<file path="config.mk">
export PLATFORM = sky130hd
export DESIGN_NAME = key_matrix_debounce_scanner_top
export DESIGN_NICKNAME = d
export VERILOG_FILES = /design/src/hdl/kmds_pkg.sv /design/src/hdl/key_matrix_debounce_scanner_top.sv /design/src/hdl/kmds_ram.sv /design/src/hdl/kmds_scan_seq.sv /design/src/hdl/kmds_evq.sv
export SDC_FILE = /design/constraint.sdc
export NUM_CORES = 2
export LEC_CHECK = 0
export BUFFER_PORTS_ARGS = -buffer_cell sky130_fd_sc_hd__buf_2
export CORE_AREA = 8 8 469 816
export CTS_BUF_LIST = sky130_fd_sc_hd__clkbuf_4
export DETAILED_ROUTE_END_ITERATION = 8
export DIE_AREA = 0 0 477 824
export PLACE_DENSITY_LB_ADDON = 0.05
export SYNTH_ARGS = -nofsm -noshare
export SYNTH_HDL_FRONTEND = slang
export SYNTH_HIERARCHICAL = 1
export SYNTH_SLANG_ARGS = --single-unit
</file>
<file path="constraint.sdc">
create_clock -name clk -period 11.8 [get_ports clk]
set_input_delay 2.36 -clock clk [delete_from_list [all_inputs] [get_ports clk]]
set_output_delay 2.36 -clock clk [all_outputs]
set_load 0.01 [all_outputs]
</file>
<file path="src/hdl/kmds_pkg.sv">
package kmds_pkg;

  localparam int COL_W   = 4;
  localparam int BITS_W  = 8;
  localparam int TIME_W  = 32;
  localparam int ROW_W   = 3;
  localparam int DEB_W   = 10;
  localparam int MAX_ROWS = 8;

  localparam logic [DEB_W-1:0] DEBOUNCE_RESET = 10'd5;

  typedef enum logic {
    EV_PRESS   = 1'b0,
    EV_RELEASE = 1'b1
  } ev_kind_t;

  // one row of one column on its way to the time memory
  typedef struct packed {
    logic [ROW_W-1:0]  row;
    logic [COL_W-1:0]  col;
    logic [TIME_W-1:0] now;
    logic              pressed;
    logic              last_row;
  } kmds_req_t;

  // outcome of one row, handed to the event queue
  typedef struct packed {
    logic             has_ev;
    ev_kind_t         kind;
    logic [ROW_W-1:0] row;
    logic [COL_W-1:0] col;
    logic             last_row;
  } kmds_row_t;

endpackage

</file>
<file path="src/hdl/key_matrix_debounce_scanner_top.sv">
// path: a row's memory read is registered into the decide stage; an event found there waits in
//   the queue's hold register for the next event or the item's final row, and is then registered
//   onto out_tvalid once the output is free
// throughput: one row a cycle through the single read port of the time memory unless a full
//   event queue stalls it; the next item is taken while results still drain
// reset: rst_n synchronous, active low; clears all sent-press flags and sets debounce_ms to 5
module key_matrix_debounce_scanner_top #(
  parameter int ROWS    = 8,
  parameter int COLUMNS = 16
) (
  input  logic        clk,
  input  logic        rst_n,
  // scan input
  input  logic        in_tvalid,
  output logic        in_tready,
  input  logic [47:0] in_tdata,   // scan_column[3:0], row_bits[11:4], now_ms[43:12], zero
  // key events
  output logic        out_tvalid,
  input  logic        out_tready,
  output logic [7:0]  out_tdata,  // key_row[2:0], key_column[6:3], zero
  output logic        out_tuser,  // event_kind
  output logic        out_tlast,  // last_event
  // configuration
  input  logic        cfg_we,
  input  logic [9:0]  cfg_wdata   // debounce_ms
);
  import kmds_pkg::*;

  localparam int EFF_ROWS = (ROWS < MAX_ROWS) ? ROWS : MAX_ROWS;
  localparam int DEPTH    = EFF_ROWS * COLUMNS;
  localparam int ADDR_W   = $clog2(DEPTH > 1 ? DEPTH : 2);

  // debounce interval register
  logic [DEB_W-1:0] debounce_r;

  always_ff @(posedge clk) begin
    if (!rst_n) begin
      debounce_r <= DEBOUNCE_RESET;
    end else if (cfg_we) begin
      debounce_r <= cfg_wdata;
    end
  end

  // row sequencer: walks a column's rows, one RAM read a cycle unless the decide stage stalls
  logic              adv, issue;
  kmds_req_t         seq_req;
  logic [ADDR_W-1:0] seq_addr;

  kmds_scan_seq #(
    .ROWS    (ROWS),
    .COLUMNS (COLUMNS),
    .ADDR_W  (ADDR_W)
  ) u_seq (
    .clk      (clk),
    .rst_n    (rst_n),
    .in_valid (in_tvalid),
    .in_ready (in_tready),
    .in_col   (in_tdata[3:0]),
    .in_bits  (in_tdata[11:4]),
    .in_now   (in_tdata[43:12]),
    .adv      (adv),
    .issue    (issue),
    .req      (seq_req),
    .addr     (seq_addr)
  );

  // decide stage: memory data arrives here, the entry is updated and, if pressed, written back
  logic              s2_v_r, s2_v_nxt;
  kmds_req_t         s2_req_r;
  logic [ADDR_W-1:0] s2_addr_r;
  logic              s2_go;

  // sent-press flags live in flops so that reset clears them at once
  logic [DEPTH-1:0]  ps_r, ps_nxt;

  logic              ram_we;
  logic [TIME_W-1:0] ram_rdata;
  logic              fwd_hit_r;
  logic [TIME_W-1:0] fwd_data_r;
  logic [TIME_W-1:0] last_time, due;
  logic              sent, is_press, is_release;
  kmds_row_t         s2_row;

  assign adv = !s2_v_r || s2_go;

  always_comb begin
    s2_v_nxt = s2_v_r;
    if (s2_go) begin
      s2_v_nxt = 1'b0;
    end
    if (issue) begin
      s2_v_nxt = 1'b1;
    end
  end

  always_ff @(posedge clk) begin
    if (!rst_n) begin
      s2_v_r <= 1'b0;
    end else begin
      s2_v_r <= s2_v_nxt;
    end
  end

  always_ff @(posedge clk) begin
    if (issue) begin
      s2_req_r  <= seq_req;
      s2_addr_r <= seq_addr;
      // the entry being written this cycle is the one now read: take the new time
      fwd_hit_r  <= ram_we && (s2_addr_r == seq_addr);
      fwd_data_r <= s2_req_r.now;
    end
  end

  // only pressed keys refresh their time
  assign ram_we = s2_go && s2_req_r.pressed;

  kmds_ram #(
    .WIDTH (TIME_W),
    .DEPTH (DEPTH)
  ) u_time_ram (
    .clk   (clk),
    .we    (ram_we),
    .waddr (s2_addr_r),
    .wdata (s2_req_r.now),
    .re    (issue),
    .raddr (seq_addr),
    .rdata (ram_rdata)
  );

  assign sent       = ps_r[s2_addr_r];
  assign last_time  = fwd_hit_r ? fwd_data_r : ram_rdata;
  // wraps at 32 bits, then a plain unsigned compare
  assign due        = last_time + {{(TIME_W - DEB_W){1'b0}}, debounce_r};
  assign is_press   = s2_req_r.pressed && !sent;
  assign is_release = !s2_req_r.pressed && sent && (due <= s2_req_r.now);

  always_comb begin
    ps_nxt = ps_r;
    if (s2_go && is_press) begin
      ps_nxt[s2_addr_r] = 1'b1;
    end
    if (s2_go && is_release) begin
      ps_nxt[s2_addr_r] = 1'b0;
    end
  end

  always_ff @(posedge clk) begin
    if (!rst_n) begin
      ps_r <= '0;
    end else begin
      ps_r <= ps_nxt;
    end
  end

  assign s2_row.has_ev   = is_press || is_release;
  assign s2_row.kind     = is_release ? EV_RELEASE : EV_PRESS;
  assign s2_row.row      = s2_req_r.row;
  assign s2_row.col      = s2_req_r.col;
  assign s2_row.last_row = s2_req_r.last_row;

  // event queue: holds one event back to mark the last of each item
  ev_kind_t         ev_kind;
  logic [ROW_W-1:0] ev_row;
  logic [COL_W-1:0] ev_col;

  kmds_evq u_evq (
    .clk       (clk),
    .rst_n     (rst_n),
    .in_v      (s2_v_r),
    .in_row    (s2_row),
    .go        (s2_go),
    .out_valid (out_tvalid),
    .out_ready (out_tready),
    .out_kind  (ev_kind),
    .out_row   (ev_row),
    .out_col   (ev_col),
    .out_last  (out_tlast)
  );

  assign out_tdata = {1'b0, ev_col, ev_row};
  assign out_tuser = ev_kind;

  a_issue_fills: assert property (@(posedge clk) disable iff (!rst_n)
    issue |=> s2_v_r)
    else $error("row read issued but decide stage empty");

  a_press_sets: assert property (@(posedge clk) disable iff (!rst_n)
    (s2_go && is_press) |=> ps_r[$past(s2_addr_r)])
    else $error("sent-press flag not set after press transfer");

  a_release_clears: assert property (@(posedge clk) disable iff (!rst_n)
    (s2_go && is_release) |=> !ps_r[$past(s2_addr_r)])
    else $error("sent-press flag still set after release");

  a_write_needs_row: assert property (@(posedge clk) disable iff (!rst_n)
    ram_we |-> (s2_v_r && s2_req_r.pressed))
    else $error("time memory written without a pressed row");

endmodule

</file>
<file path="src/hdl/kmds_ram.sv">
module kmds_ram #(
  parameter int WIDTH = 32,
  parameter int DEPTH = 128
) (
  input  logic                                    clk,
  input  logic                                    we,
  input  logic [$clog2(DEPTH > 1 ? DEPTH : 2)-1:0] waddr,
  input  logic [WIDTH-1:0]                        wdata,
  input  logic                                    re,
  input  logic [$clog2(DEPTH > 1 ? DEPTH : 2)-1:0] raddr,
  output logic [WIDTH-1:0]                        rdata
);

  logic [WIDTH-1:0] mem [DEPTH];

  always_ff @(posedge clk) begin
    if (we) begin
      mem[waddr] <= wdata;
    end
    if (re) begin
      rdata <= mem[raddr];
    end
  end

endmodule

</file>
<file path="src/hdl/kmds_scan_seq.sv">
module kmds_scan_seq #(
  parameter int ROWS    = 8,
  parameter int COLUMNS = 16,
  parameter int ADDR_W  = 7
) (
  input  logic                          clk,
  input  logic                          rst_n,
  input  logic                          in_valid,
  output logic                          in_ready,
  input  logic [kmds_pkg::COL_W-1:0]    in_col,
  input  logic [kmds_pkg::BITS_W-1:0]   in_bits,
  input  logic [kmds_pkg::TIME_W-1:0]   in_now,
  input  logic                          adv,
  output logic                          issue,
  output kmds_pkg::kmds_req_t           req,
  output logic [ADDR_W-1:0]             addr
);
  import kmds_pkg::*;

  localparam int EFF_ROWS = (ROWS < MAX_ROWS) ? ROWS : MAX_ROWS;
  localparam int ROW_CW   = (EFF_ROWS > 1) ? $clog2(EFF_ROWS) : 1;
  localparam logic [ROW_CW-1:0] LAST_ROW = ROW_CW'(EFF_ROWS - 1);

  logic              seq_v_r, seq_v_nxt;
  logic [ROW_CW-1:0] row_r, row_nxt;
  logic [COL_W-1:0]  col_r;
  logic [BITS_W-1:0] bits_r;
  logic [TIME_W-1:0] now_r;
  logic              accept, col_ok, done;

  assign issue    = seq_v_r && adv;
  assign done     = issue && (row_r == LAST_ROW);
  assign in_ready = !seq_v_r || done;
  assign accept   = in_valid && in_ready;
  // columns past the matrix are taken and dropped
  assign col_ok   = ({{(32 - COL_W){1'b0}}, in_col} < 32'(COLUMNS));

  always_comb begin
    seq_v_nxt = seq_v_r;
    row_nxt   = row_r;
    if (issue) begin
      row_nxt = row_r + 1'b1;
    end
    if (done) begin
      seq_v_nxt = 1'b0;
    end
    if (accept) begin
      seq_v_nxt = col_ok;
      row_nxt   = '0;
    end
  end

  always_ff @(posedge clk) begin
    if (!rst_n) begin
      seq_v_r <= 1'b0;
      row_r   <= '0;
    end else begin
      seq_v_r <= seq_v_nxt;
      row_r   <= row_nxt;
    end
  end

  always_ff @(posedge clk) begin
    if (accept) begin
      col_r  <= in_col;
      bits_r <= in_bits;
      now_r  <= in_now;
    end
  end

  assign req.row      = ROW_W'(row_r);
  assign req.col      = col_r;
  assign req.now      = now_r;
  assign req.pressed  = bits_r[row_r];
  assign req.last_row = (row_r == LAST_ROW);
  assign addr = ADDR_W'(ADDR_W'(row_r) * ADDR_W'(COLUMNS)) + ADDR_W'(col_r);

endmodule

</file>
<file path="src/hdl/kmds_evq.sv">
module kmds_evq (
  input  logic                         clk,
  input  logic                         rst_n,
  input  logic                         in_v,
  input  kmds_pkg::kmds_row_t          in_row,
  output logic                         go,
  output logic                         out_valid,
  input  logic                         out_ready,
  output kmds_pkg::ev_kind_t           out_kind,
  output logic [kmds_pkg::ROW_W-1:0]   out_row,
  output logic [kmds_pkg::COL_W-1:0]   out_col,
  output logic                         out_last
);
  import kmds_pkg::*;

  // one event is held back until it is known whether it closes its item
  logic             hold_v_r, hold_v_nxt;
  logic             hold_last_r, hold_last_nxt;
  ev_kind_t         hold_kind_r;
  logic [ROW_W-1:0] hold_row_r;
  logic [COL_W-1:0] hold_col_r;
  logic             out_v_r, out_v_nxt;
  logic             out_free, push, take;

  assign out_free = !out_v_r || out_ready;
  assign push = hold_v_r && out_free && (hold_last_r || (in_v && in_row.has_ev));
  assign go   = in_v && (!in_row.has_ev || !hold_v_r || out_free);
  assign take = go && in_row.has_ev;

  always_comb begin
    hold_v_nxt    = hold_v_r;
    hold_last_nxt = hold_last_r;
    if (push) begin
      hold_v_nxt = 1'b0;
    end
    if (take) begin
      hold_v_nxt    = 1'b1;
      hold_last_nxt = in_row.last_row;
    end else if (go && in_row.last_row) begin
      hold_last_nxt = 1'b1;
    end
    out_v_nxt = out_v_r;
    if (out_ready) begin
      out_v_nxt = 1'b0;
    end
    if (push) begin
      out_v_nxt = 1'b1;
    end
  end

  always_ff @(posedge clk) begin
    if (!rst_n) begin
      hold_v_r    <= 1'b0;
      hold_last_r <= 1'b0;
      out_v_r     <= 1'b0;
    end else begin
      hold_v_r    <= hold_v_nxt;
      hold_last_r <= hold_last_nxt;
      out_v_r     <= out_v_nxt;
    end
  end

  always_ff @(posedge clk) begin
    if (take) begin
      hold_kind_r <= in_row.kind;
      hold_row_r  <= in_row.row;
      hold_col_r  <= in_row.col;
    end
    if (push) begin
      out_kind <= hold_kind_r;
      out_row  <= hold_row_r;
      out_col  <= hold_col_r;
      out_last <= hold_last_r;
    end
  end

  assign out_valid = out_v_r;

  a_push_shows: assert property (@(posedge clk) disable iff (!rst_n)
    push |=> out_valid)
    else $error("queued event not presented");

  a_take_holds: assert property (@(posedge clk) disable iff (!rst_n)
    take |=> hold_v_r)
    else $error("event lost on entry to hold stage");

  a_no_overrun: assert property (@(posedge clk) disable iff (!rst_n)
    (hold_v_r && out_v_r && !out_ready && in_v && in_row.has_ev) |-> !go)
    else $error("row retired while held event blocked");

endmodule
</file>
==> Yosys cells after proc, flatten, opt, wreduce, memory -nomap -nowiden <==
Memory sizes are Yosys's and may differ from the RTL's. A register that Yosys moved wholly into a read port is not among the register bits.
Index checks and enable logic that the tools add are counted.
{ "word_totals": {"n_memories": 1, "mem_bits_rw": 4096, "elab_cells": 99, "register_bits": 288, "out_inout_bits": 12} }
{ "memory_table": {"columns": ["name", "depth", "width", "rd", "rd_ports_with_merged_regs", "write_ports", "line_no", "rtl"], "rows": [
  ["u_time_ram.mem", 128, 32, 1, 1, 1, "kmds_ram.sv:14", "logic [WIDTH-1:0] mem [DEPTH];"]
]} }
{ "classes": {"n_eq_ne": 2, "add_sub_neg": 3, "n_reduce_logical": 37, "bitwise": 4, "n_mux": 22, "order_cmp": 4} }
{ "op_table": {"columns": ["operator", "count"], "rows": [
  ["128-bit two-way mux", 2],
  ["128-bit AND", 1],
  ["128-bit NOT", 1],
  ["128-bit bitwise OR", 1],
  ["32-bit by 10-bit adder with 32-bit output", 1],
  ["32-bit <= comparator", 1],
  ["32-bit two-way mux", 1],
  ["1-bit logical AND", 17],
  ["1-bit two-way mux", 16],
  ["2-bit nonzero test", 5],
  ["7-bit by 8-bit < comparator with 1-bit output, second input constant", 1],
  ["7-bit by 4-bit adder with 7-bit output", 1],
  ["1-bit binary-select mux with 7-bit select", 1],
  ["1-bit demux with 7-bit select", 1],
  ["7-bit equality test", 1],
  ["7-bit by 1-bit >= comparator with 1-bit output, second input constant", 1],
  ["1-bit logical NOT", 7],
  ["1-bit logical OR", 7],
  ["3-bit by 4-bit < comparator with 1-bit output, second input constant", 1],
  ["3-bit by 1-bit adder with 3-bit output, second input constant", 1],
  ["1-bit binary-select mux with 3-bit select", 1],
  ["3-bit equality test, second input constant", 1],
  ["2-bit OR reduction", 1],
  ["1-bit NOT", 1]
]} }

==> Logic depth before layout (Yosys ltp) <==
{ "logic_depth": {"depth_word": 15, "ltp_mapped": 31} }

==> Cells and area by module <==
The synthesis kept the hierarchy.
{ "by_module_without_submodules": {"columns": ["module", "area_each_um2", "instances", "seq_area_each_um2", "cells_per_inst"], "rows": [
  ["kmds_ram", 156596.4, 1, 123958.9, 5990],
  ["key_matrix_debounce_scanner_top", 11244.5, 1, 5215.0, 1120],
  ["kmds_scan_seq", 1655.3, 1, 1401.3, 76],
  ["kmds_evq", 676.9, 1, 570.5, 36]
]} }

==> Worst setup path before layout <==
OpenSTA, ideal clock, no wires.
{ "synth_timing": {"path_kind": "reg2reg", "startpoint": "reg fwd_hit_r", "endpoint": "reg fwd_data_r[0], enable pin", "slack_ps": 2556, "t_arrival_ps": 8758, "synth_period_minus_slack_ps": 9244, "stages_incl_launch_ff": 27, "t_required_ps": 11314, "cell_sequence": "edfxtp_1 buf_2 clkbuf_1 buf_1 buf_1 mux2_2 ha_1 fa_1 a21o_1 a221o_1 o21ai_0 o311a_1 nor3_1 and3b_1 xor2_1 ha_1 nand4_1 nor4bb_1 nand2_1 a31oi_1 a21oi_1 and2_1 a31o_2 a21boi_0 nand2b_1 clkbuf_1 and2_1"} }
{ "synth_lines": {"columns": ["item", "line_no", "rtl"], "rows": [
  ["start: declaration", "key_matrix_debounce_scanner_top.sv:78", "logic fwd_hit_r;"],
  ["start signal: assignment", "key_matrix_debounce_scanner_top.sv:109", "fwd_hit_r <= ram_we && (s2_addr_r == seq_addr);"],
  ["end signal: assignment", "key_matrix_debounce_scanner_top.sv:110", "fwd_data_r <= s2_req_r.now;"],
  ["end: declaration", "key_matrix_debounce_scanner_top.sv:79", "logic [TIME_W-1:0] fwd_data_r;"]
]} }

==> results.json <==
{
  "wl_met2_mm": 231.7,
  "synth_edf_count": 4270,
  "switchingPower_w": 0.006987,
  "peakVddDrop_uv": 94.44,
  "setup_ws_ns": 0.8394,
  "cts_buffers": 1055,
  "port_buffers": 69,
  "yosys_warnings": 6,
  "setup_violations": 0,
  "min_path_type": "flip-flop to flip-flop",
  "syn_avg_cell_area_um2": 23.56,
  "fin_crit_ns": 10.96,
  "rows": 297,
  "post-route-drc-count": 0,
  "timing.final.crit_share_pct": 92.89,
  "antenna_found_initial": 47,
  "drv_cap": 0,
  "fillCellCount": 29710,
  "clock.fmax_ghz": 0.09124,
  "cts_root_buf": "clkbuf_4",
  "cts_tree": "yes",
  "worstPathRequired_ns": 9.44,
  "yosys.cell_types.count": 73,
  "mappedNetlistArea_mm2": 0.1702,
  "dr.pass1.iters": 7,
  "worstSetupStartpointType": "flip-flop",
  "grt_remaining_overflow": 0,
  "grt_max_degree": 131,
  "ant_nets": 0,
  "crit_path_end_kind": "primary output",
  "cp_max_fo": 13,
  "wirelength_mm": 443.1,
  "die_x_um": 477,
  "cts_resized": 0,
  "swShare_pct": 22.50,
  "p_int_w": 0.02407,
  "viasPerCell": 5.860,
  "p_leak_nw": 59.84,
  "gp_congestion": 0.8512,
  "clock_latency_ns": 1.58,
  "highest_layer": "met5",
  "area_delta_synth_final_pct": 12.22,
  "status": "finished clean",
  "drv_slew": 0,
  "layout_commonest_cell": "edfxtp_1",
  "cts.hold.buffers_added": 0,
  "pin_count": 75,
  "avgRoutedWirePerCell_um": 31.83,
  "core_mm2": 0.3720,
  "seqPwrFrac_pct": 55.7,
  "layout_common_cells": "edfxtp_1, clkbuf_4, mux4_2",
  "dp.final_hpwl_mm": 254.4,
  "grt_pass1_wl_mm": 632.1,
  "skew_ns": 0.1141,
  "path_clk_slew_ns": 0.07,
  "postCtsSetupRepairBufs": 0,
  "synth_cells": 7222,
  "fin_area_mm2": 0.1910,
  "p_per_area_mw_per_mm2": 162.6,
  "vias": 81580,
  "cts.sinks": 4416,
  "grt_pass1_vias": 87560,
  "relSlewSlack_pct": 14.05,
  "finalHoldViolCount": 0,
  "placed_area_mm2": 0.1781,
  "worst_pin_slew_ns": 1.289,
  "crit_arrival_ns": 8.60,
  "p_clk_share_pct": 38.8,
  "place_ws_ns": 2.085,
  "tns_ns": 0,
  "synth-main-ff-cell": "edfxtp_1",
  "start_util_pct": 45.75,
  "comb_power_share_pct": 5.5,
  "die_area_mm2": 0.3930,
  "grtUsageTotal_pct": 22.25,
  "drive_gt1_share_pct": 39.17,
  "h-tree-depth": 7,
  "chipHeight_um": 824,
  "ctsLongestPathBuffers": 4,
  "ys_seq_elements": 4416,
  "syn_nets": 7330,
  "route.met3.wl_mm": 22.57,
  "rsz0062_at_grt": "false",
  "drt_iter0_markers": 7006,
  "nets": 8333,
  "synthArstFlopShare_pct": 0,
  "path_class": "flip-flop to primary output",
  "drt-met1-wl_mm": 176.9,
  "ys_seq_area_share_pct": 77.07
}
area by class of cell:
cell class / instances / area [µm²] / area share [%]
clock inverters: 232 / 1410 / 0.7384
flip-flops and latches: 4416 / 131200 / 68.68
clock buffers: 1494 / 11220 / 5.873
multi-input cells: 2356 / 37970 / 19.89
well taps: 4933 / 6172 / 3.232
repair buffers: 351 / 2631 / 1.378
diodes: 94 / 235.2 / 0.1232
inverters: 45 / 168.9 / 0.08845
worst max-delay path: stages (launching register included):
cell and delay (ns):
edfxtp_1 0.77, mux2_2 0.41, ha_1 0.21, fa_1 0.41
a21o_1 0.22, a221o_1 0.35, o21ai_0 0.35, o311a_1 0.41
nor2_1 0.14, and2_1 0.18, xnor2_1 0.12, mux2i_1 0.17
ha_1 0.27, nand2_1 0.07, o21ai_0 0.11, a221oi_1 0.31
nor3_1 0.07, or4_1 0.47, a21oi_1 0.65, and2_1 0.25
a31o_2 0.14, a21boi_0 0.18, nand2b_1 0.32, a21bo_2 0.31
buf_2 0.16
power groups by stage:
stage	Combinational [W]	Clock [W]	Sequential, W
floorplan	0.000909	0	0.0178
global placement	0.00171	0	0.0176
global route	0.00181	0.0132	0.0173
CTS	0.00174	0.0125	0.0173
detailed placement	0.00174	0	0.0176
finish	0.00171	0.0120	0.0173
registers in the layout (all words and copies together), names as in the netlist, 8 cells and up:
signal            flops
u_time_ram/mem     4096
ps_r                128
s2_req_r             41
fwd_data_r           32
u_seq/now_r          32
u_time_ram/rdata     32
debounce_r           10
u_seq/bits_r          8
cells by family after synthesis:
kind of cell               after synthesis  synth area share, %
AOI/OAI and AO/OA                      387                1.485
xor gates and xnor gates                41               0.2110
adders and majority gates               45               0.3353
buffers and inverters                  450                1.192
DFF                                   4416                77.07
muxes                                 1462                18.56
other                                    1             0.002204
and+or+nand+nor                        420                1.145
metal layers:
| layer | vias up | track usage (%) |
|---|---|---|
| met4 | 18 | 7.114 |
| li1 | 33790 | - |
| met3 | 580 | 3.819 |
| met5 | - | 0 |
| met2 | 2555 | 38.53 |
| met1 | 44640 | 28.88 |
final timing paths:
path | slack, ns | startpoint | cells past startpoint | endpoint
setup / recovery | 0.84 | fwd_hit_r$_DFFE_PP_ | 24 | in_tready
hold / removal | 0.41 | u_evq/hold_row_r[1]$_DFFE_PP_ | 0 | u_evq/out_row[1]$_DFFE_PP_
setup reg to reg | 2.15 | fwd_hit_r$_DFFE_PP_ | 26 | u_time_ram/mem[38][23]$_DFFE_PP_
hold reg to reg | 0.41 | u_evq/hold_row_r[1]$_DFFE_PP_ | 0 | u_evq/out_row[1]$_DFFE_PP_
through the flow:
stage          utilization [%]  std cells  total power, W  hold WS [ns]
6_report                 51.34      13920         0.03106        0.4101
5_1_grt                  51.33      13900         0.03230        0.4150
3_5_place_dp             47.88      12100         0.01938        0.4045
2_1_floorplan                -       7222         0.01867        0.4003
4_1_cts                  51.27      13830         0.03155        0.3919
3_3_place_gp             47.88      12100         0.01935        0.4011
Yosys cell counts, types with 28 or more instances:
library cell | number | area share (%)
edfxtp_1 | 4270 | 75
mux4_2 | 1347 | 18
clkbuf_1 | 209 | 0.46
nor2_1 | 207 | 0.46
a21oi_1 | 152 | 0.45
dfxtp_1 | 146 | 1.7
a22oi_1 | 129 | 0.57
buf_2 | 97 | 0.29
mux2i_1 | 60 | 0.35
nand2_1 | 59 | 0.13
buf_1 | 58 | 0.13
mux2_2 | 51 | 0.34
inv_1 | 45 | 0.099
ha_1 | 44 | 0.32
nand3_1 | 35 | 0.10
nor2b_1 | 29 | 0.11
xnor2_1 | 28 | 0.14
No activity file was read; power rests on OpenSTA's default activity.
